**config.mk**
```make
export PLATFORM = sky130hd
export DESIGN_NAME = glct_ram
export DESIGN_NICKNAME = d
export VERILOG_FILES = /design/src/rtl/glct_ram.sv
export SDC_FILE = /design/constraint.sdc
export NUM_CORES = 1
export LEC_CHECK = 0
export ABC_AREA = 1
export BUFFER_PORTS_ARGS = -buffer_cell sky130_fd_sc_hd__clkbuf_2
export CAP_MARGIN = 0
export CORE_AREA = 2 2 312 314
export CTS_BUF_LIST = sky130_fd_sc_hd__clkbuf_8 sky130_fd_sc_hd__clkbuf_16
export DETAILED_ROUTE_END_ITERATION = 6
export DIE_AREA = 0 0 314 316
export GPL_TIMING_DRIVEN = 0
export HOLD_SLACK_MARGIN = 0.08
export PLACE_DENSITY_LB_ADDON = 0.2
export RECOVER_POWER = 25
export SETUP_SLACK_MARGIN = 0.15
export SYNTH_ARGS = -nofsm -noshare
export SYNTH_HDL_FRONTEND = slang
export SYNTH_SLANG_ARGS = --single-unit
```
**constraint.sdc**
```tcl
create_clock -name clk -period 19.6 [get_ports clk]
set_input_delay 3.92 -clock clk [delete_from_list [all_inputs] [get_ports clk]]
set_output_delay 3.92 -clock clk [all_outputs]
set_load 0.01 [all_outputs]
```
**src/rtl/glct_ram.sv**
```systemverilog
// Generic single-port RAM with registered read.
module glct_ram #(
  parameter int WIDTH = 96,
  parameter int DEPTH = 8
) (
  input  logic                                  clk,
  input  logic                                  we,
  input  logic [((DEPTH > 1) ? $clog2(DEPTH) : 1)-1:0] addr,
  input  logic [WIDTH-1:0]                      wdata,
  output logic [WIDTH-1:0]                      rdata
);

  logic [WIDTH-1:0] mem [DEPTH];
  logic [WIDTH-1:0] rdata_r;

  always_ff @(posedge clk) begin
    if (we) begin
      mem[addr] <= wdata;
    end
    rdata_r <= mem[addr];
  end

  assign rdata = rdata_r;

endmodule

```
Word level (Yosys, flattened, before mapping)
Memories as Yosys holds them, arrays and structs flattened. A register that Yosys moved wholly into a read port is not among the register bits.
Cells that the tools add are included.
- equal/unequal tests: 0
- $mul: 0
- magnitude comparators: 0
- muxes and demuxes: 2
- reductions and logical operators: 0
- shifts and indexed selects: 0
- bitwise operators: 0
- $add $sub $neg: 0
- divide/modulo/power cells: 0
- operator list (cell ; number):
    2-to-1 mux 1 bit ; 2
- RAM bits: 768
- input bits: 101
- bits in registers: 0
- memories kept: 1
- memory bits (read-only): 0
- output and inout bits: 96
- latch bits: 0
- logic and storage cells: 3
- memories (name ; depth ; bits a word ; read ports ; clocked after memory_dff ; write ports ; line ; text):
    mem ; 8 ; 96 ; 1 ; 1 ; 1 ; 13 ; logic [WIDTH-1:0] mem [DEPTH];

Depth between registers and ports, before layout
- word-level depth: 2
- mapped depth: 10
- mapped depth without buffers: 7

Least setup slack after synthesis
OpenSTA, ideal clock, no wires.
- path kind: input-to-reg
- start: input port addr[0] in the netlist's numbering
- end: memory mem[0][0] (enable)
- required time: 18.932 ns
- path slack: 7.834 ns
- stages: 6
- arrival: 11.097 ns
- setup time: 0.668 ns
- buffers on the path: 3
- cells stage by stage: buf_4 inv_2 buf_2 buf_2 nand2_1 nor3_1
- RTL lines (item ; line ; text):
    from (decl) ; 8 ; input logic [((DEPTH > 1) ? $clog2(DEPTH) : 1)-1:0] addr,
    to (decl) ; 13 ;
Straight into the memory's write port.

Worst setup path in the final report
- start: input port addr[2] in the netlist's numbering
- end: memory mem[5][31] (enable)
Straight into the memory's write port.

==> metrics <==
status=finished, final reports clean; Synth Register Bits=around 860; Layout Cells excl Fill=4932; largest net degree at the start of global routing=25; setup violators final=0; antenna violations before repair=19; Worst slew margin=0.3457; Worst VDD drop=0.00005734 V; CP required=19940 ps; Die X=about 310 µm; H-tree Lvls=3; CTS max path bufs=3; GPL Wtd Cong=roughly 0.72; Hold-fix buffers, CTS=0; RSZ-0062 raised after global routing=no; DP HPWL=56880 µm; commonest non-fill, non-tap cell in the layout=nand2_1; final wirelength=89640 µm; post-synthesis to final-layout area growth=18.82%; total power=0.004105 W; fillcell total=9091; worst-margin pin slew=976.1 ps; Comb pwr share=0.066; achievable clock frequency=0.1561 GHz; Slew Limit Fails=0; Initial Util=0.3561; final setup TNS=0 ps; number of synthesis warnings=0; dominant cell type by area after synthesis=edfxtp_1; Final period util=0.3268; postcts setup bufs=0; GRT Util Overall=0.1810; vias in the first global route=20620; Num CTS Buffers=97; Sink Count=864; clk_skew=18.43 ps; WHS=601.7 ps; Buffers on Ports=195; internal power=0.003178 W; Syn Nets=3325; post-synth top area share=0.6746; clock-pin slew on the worst setup and hold paths=60 ps; Sequential Power Share=0.511; pre-CTS setup slack=12490 ps; CTS tree=yes; Final Hold Viols=0; vias per cell=between 4 and 5; drt pass-1 iters=5; sequential area share after synthesis=0.7309; Pwr Density=a little over 100 nW/µm²; DRC violation count after routing=0; share of cells above drive strength 1=0.1072; Syn Std Cell Area=between 30000 and 40000 µm²; clock share of power=0.422; Sw Share=0.2260; Synth Instances=3224; row count=114; Worst-Skew Late Latency=650 ps; first-pass GRT wire length=131300 µm; Avg Cell Area, Syn=~11 µm²; critical setup path kind=input pin to register; MaxCap Viol Count=0; Routed WL per cell=18.18 µm; worst-path fanout max=21; Psw=0.0009276 W; nets=~3700; final setup margin=around 13000 ps; leakage=17.87 nW; Vias=21660; # resized after CTS=0; top post-synthesis cells by area=edfxtp_1 (67%), nand2_1 (17%), dfxtp_1 (5.6%), inv_1 (5.2%), nand3_1 (2.8%); Worst Hold Class=register to register; placed insts=4744; die area=99220 µm²; crit start category=input pin; initial DRC count=1535; Final ANT Viol Nets=0; core area=95990 µm²; Yosys cell types=13; most frequent cells in the layout=nand2_1 (1545), edfxtp_1 (768), inv_1 (503); Register-to-Register Setup Slack=18640 ps; root buf cell=clkbuf_16; crit path DAT=6750 ps; min cycle time layout=6406 ps; I/O Pins=197; total grt overflow=0; Die H=approximately 320 µm; crit path capture type=register
cells in the mapped netlist, drive strengths merged:
library cell	instances
dfxtp	96
clkbuf	56
edfxtp	768
buf	80
nor3	2
nand3	190
inv	480
nand2	1545
nor2	7
routing by layer:
metal / global-route usage / routed length (µm) / vias to the layer above
met4: 0.06111 / 2320 / 18
met1: 0.2400 / 39110 / 10030
met5: 0 / 106 / -
met3: 0.03857 / 6092 / 171
met2: 0.2959 / 42020 / 583
li1: - / - / 10850
power groups by stage:
stage                     registers [W]  logic, W  clock network, W
after floorplan                 0.00215  0.000130                 0
after global placement          0.00215  0.000267                 0
after detailed placement        0.00214  0.000280                 0
after CTS                       0.00210  0.000281           0.00178
after global routing            0.00211  0.000308           0.00185
final                           0.00210  0.000273           0.00173
cell type report:
cell class              instances  area (µm²)  share of cell area
repair buffers                244        1693             0.04168
clock inverters                70       430.4             0.01060
plain buffers                 136       609.3             0.01500
flip-flops and latches        864       24980              0.6151
multi-input cells            1744        6844              0.1685
clock buffers                 109        2638             0.06493
inverters                     480        1802             0.04436
well taps                    1276        1597             0.03931
diodes                          9       22.52           0.0005545
per-stage QoR:
step | instance area [µm²] | utilization
finish | 40620 | 0.4231
global route | 40600 | 0.4230
CTS | 40680 | 0.4237
detailed placement | 37610 | 0.3918
global placement | 36760 | 0.3829
floorplan | 34180 | -
critical path: stages:
cell and delay (ps):
clkbuf_2 160, inv_2 180, nor2_2 370, clkbuf_1 590, inv_1 260, nor2_4 740
buf_16 260, buf_12 220
registers in the layout (all words and copies together), names as in the netlist:
register / count
rdata: 96
mem: 768
logic make-up (layout without fill, tap and decap cells):
kind of cell,after synthesis,count (layout),share of synthesized area
simple gates,1744,1744,0.1986
flops,864,864,0.7309
buf+inv,616,1039,0.07053
other cells,0,9,0
path summary, 6_finish.rpt:
check	startpoint	end	cells after the start
max	addr[2]	mem[5][31]	8
min	mem[0][76]	rdata[76]	6
max reg2reg	mem[1][78]	rdata[78]	6
min reg2reg	mem[0][76]	rdata[76]	6
(Power assumes the default switching activity.)
