--- src/rtl/glct_pkg.sv ---
// Shared types, codes and constants of the gate line crossing table.
package glct_pkg;

  localparam int GATE_COUNT_DEF = 8;
  localparam int DIV_STEPS = 16;
  localparam int MOD_Q_LSB = 40;

  localparam logic [1:0] KIND_SET   = 2'd0;
  localparam logic [1:0] KIND_CLEAR = 2'd1;
  localparam logic [1:0] KIND_GET   = 2'd2;
  localparam logic [1:0] KIND_CHECK = 2'd3;

  localparam logic [1:0] ST_OK      = 2'd0;
  localparam logic [1:0] ST_RANGE   = 2'd1;
  localparam logic [1:0] ST_INVALID = 2'd2;

  localparam logic [18:0]        TWO_PI_Q  = 19'd411775;
  localparam logic signed [20:0] TWO_PI_S  = 21'sd411775;
  localparam logic signed [20:0] PI_Q      = 21'sd205887;
  localparam logic signed [20:0] HALF_PI_Q = 21'sd102944;
  localparam logic signed [33:0] RECIP_M   = 34'sd2670175;

  localparam logic signed [33:0] ONE_Q30 = 34'sd1073741824;
  localparam logic signed [33:0] SIN_C0  = -34'sd178956971;
  localparam logic signed [33:0] SIN_C1  = 34'sd8947849;
  localparam logic signed [33:0] SIN_C2  = -34'sd213044;
  localparam logic signed [33:0] SIN_C3  = 34'sd2959;
  localparam logic signed [33:0] SIN_C4  = -34'sd27;
  localparam logic signed [33:0] COS_C0  = -34'sd536870912;
  localparam logic signed [33:0] COS_C1  = 34'sd44739243;
  localparam logic signed [33:0] COS_C2  = -34'sd1491308;
  localparam logic signed [33:0] COS_C3  = 34'sd26631;
  localparam logic signed [33:0] COS_C4  = -34'sd296;

  localparam logic [4:0] SH_NONE = 5'd0;
  localparam logic [4:0] SH_RND  = 5'd14;
  localparam logic [4:0] SH_Q16  = 5'd16;
  localparam logic [4:0] SH_Q30  = 5'd30;

  typedef struct packed {
    logic [1:0]         kind;
    logic [7:0]         gate_index;
    logic signed [31:0] first_east;
    logic signed [31:0] first_north;
    logic signed [31:0] second_east;
    logic signed [31:0] second_north;
    logic signed [31:0] heading;
  } glct_in_t;

  typedef struct packed {
    logic [1:0]         status;
    logic               crossed;
    logic [16:0]        fraction;
    logic signed [31:0] gate_east_out;
    logic signed [31:0] gate_north_out;
    logic signed [31:0] gate_heading_out;
  } glct_out_t;

  typedef struct packed {
    logic signed [33:0] a;
    logic signed [33:0] b;
    logic [4:0]         sh;
  } glct_mul_req_t;

  typedef enum logic [3:0] {
    S_IDLE, S_READ, S_FOLD, S_OP, S_TEST, S_DIV, S_FIN, S_DONE
  } glct_state_t;

  typedef enum logic [4:0] {
    OP_X2, OP_SIN3, OP_SIN2, OP_SIN1, OP_SIN0, OP_COS3, OP_COS2, OP_COS1, OP_COS0,
    OP_SIN_ONE, OP_COS_ONE, OP_SIN_X, OP_SIN_RND, OP_COS_RND,
    OP_SP_A, OP_SP_B, OP_SC_A, OP_SC_B, OP_XE, OP_XN, OP_OFF_A, OP_OFF_B,
    OP_MOD_Q, OP_MOD_P
  } glct_op_t;

endpackage

--- src/rtl/glct_mul.sv ---
// Shared two-stage signed multiplier with rounding right shift.
module glct_mul (
  input  logic                   clk,
  input  glct_pkg::glct_mul_req_t req,
  output logic signed [63:0]     res
);

  logic [33:0]        amag;
  logic [33:0]        bmag;
  logic [65:0]        full;
  logic [63:0]        p_r;
  logic               neg_r;
  logic [4:0]         sh_r;
  logic [63:0]        rnd;
  logic [63:0]        mag;
  logic signed [63:0] res_r;

  always_comb begin
    amag = req.a[33] ? 34'(-req.a) : 34'(req.a);
    bmag = req.b[33] ? 34'(-req.b) : 34'(req.b);
    full = amag[32:0] * bmag[32:0];
    rnd  = (sh_r == glct_pkg::SH_NONE) ? 64'd0 : (64'd1 << (sh_r - 5'd1));
    mag  = (p_r + rnd) >> sh_r;
  end

  always_ff @(posedge clk) begin
    p_r   <= full[63:0];
    neg_r <= req.a[33] ^ req.b[33];
    sh_r  <= req.sh;
    res_r <= neg_r ? -$signed(mag) : $signed(mag);
  end

  assign res = res_r;

endmodule

--- config.mk ---
export PLATFORM = sky130hd
export DESIGN_NAME = glct_mul
export DESIGN_NICKNAME = d
export VERILOG_FILES = /design/src/rtl/glct_pkg.sv /design/src/rtl/glct_mul.sv
export SDC_FILE = /design/constraint.sdc
export NUM_CORES = 2
export LEC_CHECK = 0
export BUFFER_PORTS_ARGS = -buffer_cell sky130_fd_sc_hd__buf_2
export CORE_MARGIN = 1
export CORE_UTILIZATION = 50
export DETAILED_ROUTE_END_ITERATION = 8
export GPL_TIMING_DRIVEN = 0
export PLACE_DENSITY = 0.66
export SKIP_LAST_GASP = 1
export SYNTH_ARGS = -nofsm -noshare
export SYNTH_HDL_FRONTEND = slang
export SYNTH_SLANG_ARGS = --single-unit
--- constraint.sdc ---
create_clock -name clk -period 19.9 [get_ports clk]
set_input_delay 1.99 -clock clk [delete_from_list [all_inputs] [get_ports clk]]
set_output_delay 1.99 -clock clk [all_outputs]
set_load 0.02 [all_outputs]
# Yosys cells after proc, flatten, opt, wreduce, memory -nomap -nowiden
# Index checks and enable logic that the tools add are counted.
# classes
add_sub_neg	5
n_mul	1
n_shift	2
muxes	4
bitwise	1
n_reduce_logical	1
# ops
op	count
64-bit 2-to-1 mux	2
33-bit 2-to-1 mux	2
33-bit negation	2
64-bit adder	1
33-bit by 33-bit multiplier with 64-bit output	1
64-bit negation	1
1-bit by 5-bit << shifter with 64-bit output, first input constant	1
64-bit by 5-bit right shift with 64-bit output	1
5-bit logical NOT	1
5-bit by 1-bit subtractor with 5-bit output, second input constant	1
1-bit XOR	1
# word_totals
register_bits	134
output_inout_bits	64
wordCells	18

# Longest topological paths before layout
# logic_depth
ltp_word	7
depth_mapped	43

# Worst setup path before layout
# No wires, ideal clock.
# synth_path
path_type	input port to flip-flop
from	in req[14] (netlist bit)
to	reg p_r[62]
setup_ns	0.072
t_arrival_ns	12.195
t_required_ns	19.828
setup_slack_ns	7.633
stages	40
n_path_buf	1
cell_sequence	or3_1 > or3_1 > or4_1 > or2_2 > or3_1 > or4_1 > nor2_1 > nand2_1 > nand2b_1 > o31ai_1 > xor2_1 > clkbuf_1 > nor2_1 > fa_1 > fa_1 > fa_1 > fa_1 > fa_1 > [... 4 more ...] > inv_1 > ha_1 > a21oi_1 > nor2b_1 > o21ai_0 > and3_1 > nor2b_1 > a21oi_1 > o21a_1 > a211oi_1 > o21ai_0 > a21oi_1 > o21bai_1 > a2111o_1 > a21oi_1 > nor2b_1 > nor2_1 > xnor2_1
# synth_via
elab_chain_len	3
# synth_rtl
element	line_no	rtl
from (decl)	glct_mul.sv:4	input glct_pkg::glct_mul_req_t req,
33-bit negation	glct_mul.sv:20	bmag = req.b[33] ? 34'(-req.b) : 34'(req.b);
33-bit 2-to-1 mux *	glct_mul.sv:20	
33-bit by 33-bit multiplier with 64-bit output *	glct_mul.sv:21	full = amag[32:0] * bmag[32:0];
via full[62]	glct_mul.sv:10	logic [65:0] full;
to (signal assigned)	glct_mul.sv:27	p_r <= full[63:0];
to (decl)	glct_mul.sv:11	logic [63:0] p_r;
# The timed path passes the listed nets; every way through them passes the cells marked *.

# Final worst setup path
# Ends and elaborated chain as after synthesis.

==> metrics list <==
* Share of the yosys chip area belonging to registers: 5.42%
* Area Growth Syn to Fin: 6.44%
- The tree is rooted in a sky130_fd_sc_hd__clkbuf_16.
- Wire length on met2: between 90,000 and 100,000 um
- Total CTS buffers: 17
- Share of post-route cells with drive strength above 1: 5.96%
- Routed WL: 217,000 um
- The worst setup path is launched from an input port.
- Total negative slack for setup checks: 0 ns
- By area the synthesized netlist is led by sky130_fd_sc_hd__fa_1, sky130_fd_sc_hd__inv_1, sky130_fd_sc_hd__ha_1.
* CORE AREA: 98,300 um^2
- Summing all placed instances gives a cell area of approximately 52,000 um^2.
- The die is 317 um tall.
- The final number of hold-violating endpoints is 0.
* Worst-path maximum fanout: 10
- On the final layout, the worst clock skew is approximately 0.015 ns.
* Maximum number of pins on one net before global-route repair: 17
- Routability-driven placement finished with a final weighted congestion of about 1.1.
- The most used flip-flop cell after synthesis is sky130_fd_sc_hd__dfxtp_1.
- RSZ-0062 raised after global routing: no
- Number of nets in the finished design: 7,527
- Number of flops mapped to enable cells by yosys: 0
* Share of Yosys cell area claimed by the top area cell type: approximately two fifths
- Global routing finished with a remaining overflow of 0.
- The average instance in the mapped netlist occupies 8.19 um^2.
- Largest incremental delay on the critical path: 1.20 ns
- At the worst endpoint, the arrival time is 15.34 ns.
- In the routed layout, each cell is associated on average with a via count of 6.28.
* Via count of the first global-routing pass: 47,300
- Once the floorplan was initialized, standard cells occupied 50.4% of the core.
- Setup Viol. Count Final: 0
- Max-cap check violation count: 6
* Die extent in x: around 320 um
* Dominant cell type by count on the critical path: sky130_fd_sc_hd__fa_1
- During synthesis, Yosys emitted a total of 0 warnings.
- Post-route DRC: 0
- STA classifies the critical path endpoint as a flop.
* Post-DP HPWL: 180,000 um
- Cell count after synthesis: 6,042
- WL/cell: around 29 um
- The final reports fail on max-capacitance violations, max-slew violations.
- The routed layout has 47,200 vias.
- Number of distinct library cells after synthesis: 125
- Worst-Skew Late Latency: 0.47 ns
* Clock sink count: 134
- Final period util: about three quarters
- The number of pins exceeding their max-slew limit in the final report was 33.
- After clock tree synthesis, the clock-pin slew on the worst setup and hold paths is 0.07 ns.
* Initial DRC Count: 5,590
- In this run the top signal layer used is met5.
- Min-delay worst type: reg2reg
- Clock tree from TritonCTS: done
* Initial antenna violation count: 8
* Netlist Area Pre-Place: 49,500 um^2
- Number of standard-cell rows in the floorplan: 115
- Max_slew headroom: -9.22%
* Worst path slowest cell: sky130_fd_sc_hd__xor2_1
* Net count of the mapped netlist: between 7,000 and 8,000
- At the pin with the least slew margin, the transition time is 1.63 ns.
- Final-layout worst hold slack: about 0.75 ns
- Yosys top cell by area: sky130_fd_sc_hd__fa_1
- In this run the number of H-tree levels came out at 4.
- Status: finished, violations left
* Detailed-routing iteration count for the pre-antenna-repair pass: 8
- The setup path with the least slack is of type in2reg.
* First-pass GRT wire length: between 300,000 and 400,000 um
- I/O pin count: 138
* Number of port buffers: ~140
- Combined global-route utilization of all metal layers: 43.8%
- In this run the remaining antenna-violating nets after routing total 0.
- Wire length on met3: roughly 26,000 um
* Metal1 wirelength: a little over 80,000 um
- After clock tree synthesis, the repair step resized 0 gates.
* CP required: around 20 ns
- Based on the critical path, the design can be clocked at up to 0.0669 GHz.
* Min cycle time layout: 14.94 ns
- Count of hold-fix buffers inserted at cts: 0
- The floorplan step defined a die boundary enclosing 100,000 um^2.
- Number of buffers added for setup after CTS: 0
* Asr flop ratio synth: 0%
- Counting along the longest clock path gives a buffer depth of 2.
- The finished cells cover 52,700 um^2.
- In this run, synthesis produced a sequential element count of 134.
==> path summary, 6_finish.rpt <==
| check | start | endpoint | slack [ns] | depth (start not counted) |
|---|---|---|---|---|
| max | req[14] | p_r[62]$_DFF_P_ | 4.96 | 39 |
| min | neg_r$_DFF_P_ | res[62]$_DFF_P_ | 0.75 | 3 |
| max reg2reg | sh_r[4]$_DFF_P_ | res[62]$_DFF_P_ | 8.24 | 27 |
| min reg2reg | neg_r$_DFF_P_ | res[62]$_DFF_P_ | 0.75 | 3 |
==> layer usage <==
metal / vias to the layer above / GRT usage [%]
met4: 8 / 30.6
li1: 19700 / -
met2: 3202 / 64.6
met1: 23500 / 54.7
met3: 816 / 13.7
met5: - / 0.663
==> layout make-up <==
type / count / area [um^2]
antenna: 3 / 7.51
buffer: 307 / 1240
clock buffer: 17 / 425
clock inverter: 15 / 140
fill: 9645 / 45600
inverter: 1031 / 3870
multi-input combinational: 4570 / 41800
sequential: 134 / 2680
tap: 1287 / 1610
timing repair buffer: 149 / 856
==> placed cells by master (no fill, tap or decap), types with 49 or more instances in the layout <==
master,count
sky130_fd_sc_hd__nand4_1,64
sky130_fd_sc_hd__o21ai_0,143
sky130_fd_sc_hd__nor3_1,66
sky130_fd_sc_hd__buf_2,163
sky130_fd_sc_hd__nor2_1,756
sky130_fd_sc_hd__nand2_1,813
sky130_fd_sc_hd__a21oi_1,171
sky130_fd_sc_hd__clkbuf_1,249
sky130_fd_sc_hd__nand3_1,79
sky130_fd_sc_hd__fa_1,958
sky130_fd_sc_hd__dfxtp_1,134
sky130_fd_sc_hd__xnor2_1,158
sky130_fd_sc_hd__inv_1,1027
sky130_fd_sc_hd__ha_1,285
sky130_fd_sc_hd__mux2i_1,49
sky130_fd_sc_hd__xor2_1,92
==> logic make-up after synthesis <==
family / Yosys count / synth area share [%]
DFF: 134 / 5.42
other: 1 / 0.00758
AOI/OAI and AO/OA: 864 / 12.3
muxes: 95 / 2.36
and+or+nand+nor: 2098 / 18.9
buffers and inverters: 1338 / 10.3
adders and majority gates: 1243 / 46.0
xor gates and xnor gates: 269 / 4.76
==> sequential cells by signal, indices dropped and copies added, names as in the netlist <==
signal	cells
sh_r	5
res	64
neg_r	1
p_r	64
==> synth_stat cells, drive strengths merged (16+ instances only) <==
cell and instances:
a211o 25, a211oi 47, a21o 41, a21oi 174, a221oi 18, a31oi 35, and2 49, and3 32
and4 18, buf 55, clkbuf 252, dfxtp 134, fa 958, ha 285, inv 1029, mux2 32
mux2i 49, nand2 813, nand2b 44, nand3 80, nand4 69, nor2 756, nor2b 22, nor3 71
nor4 28, o211ai 34, o21a 41, o21ai 167, o21bai 21, o221ai 16, o22ai 24, o31ai 33
or2 20, or3 45, or4 17, xnor2 166, xor2 103
==> critical path, delay by kind of cell <==
kind / cells / cell delay (ns)
AND/OR/NAND/NOR: 13 / 3.63
buffers and inverters: 4 / 1.03
AO/OA/AOI/OAI: 11 / 2.76
adder cells (fa/ha/maj): 9 / 4.61
XOR/XNOR: 2 / 1.33
==> metrics by stage <==
| stage | std cells | utilization [%] | setup WS, ns |
|---|---|---|---|
| after global routing | 7510 | 53.6 | 4.68 |
| final | 7513 | 53.6 | 4.96 |
| after CTS | 7509 | 53.6 | 5.51 |
| after detailed placement | 7477 | 53.0 | 5.04 |
| after global placement | 7464 | 52.7 | 4.97 |
| after floorplan | 6042 | - | 7.63 |
Power is left out: the tool's default activity adds up to more than one toggle a clock period on the data nets, which glitch-free logic cannot reach.
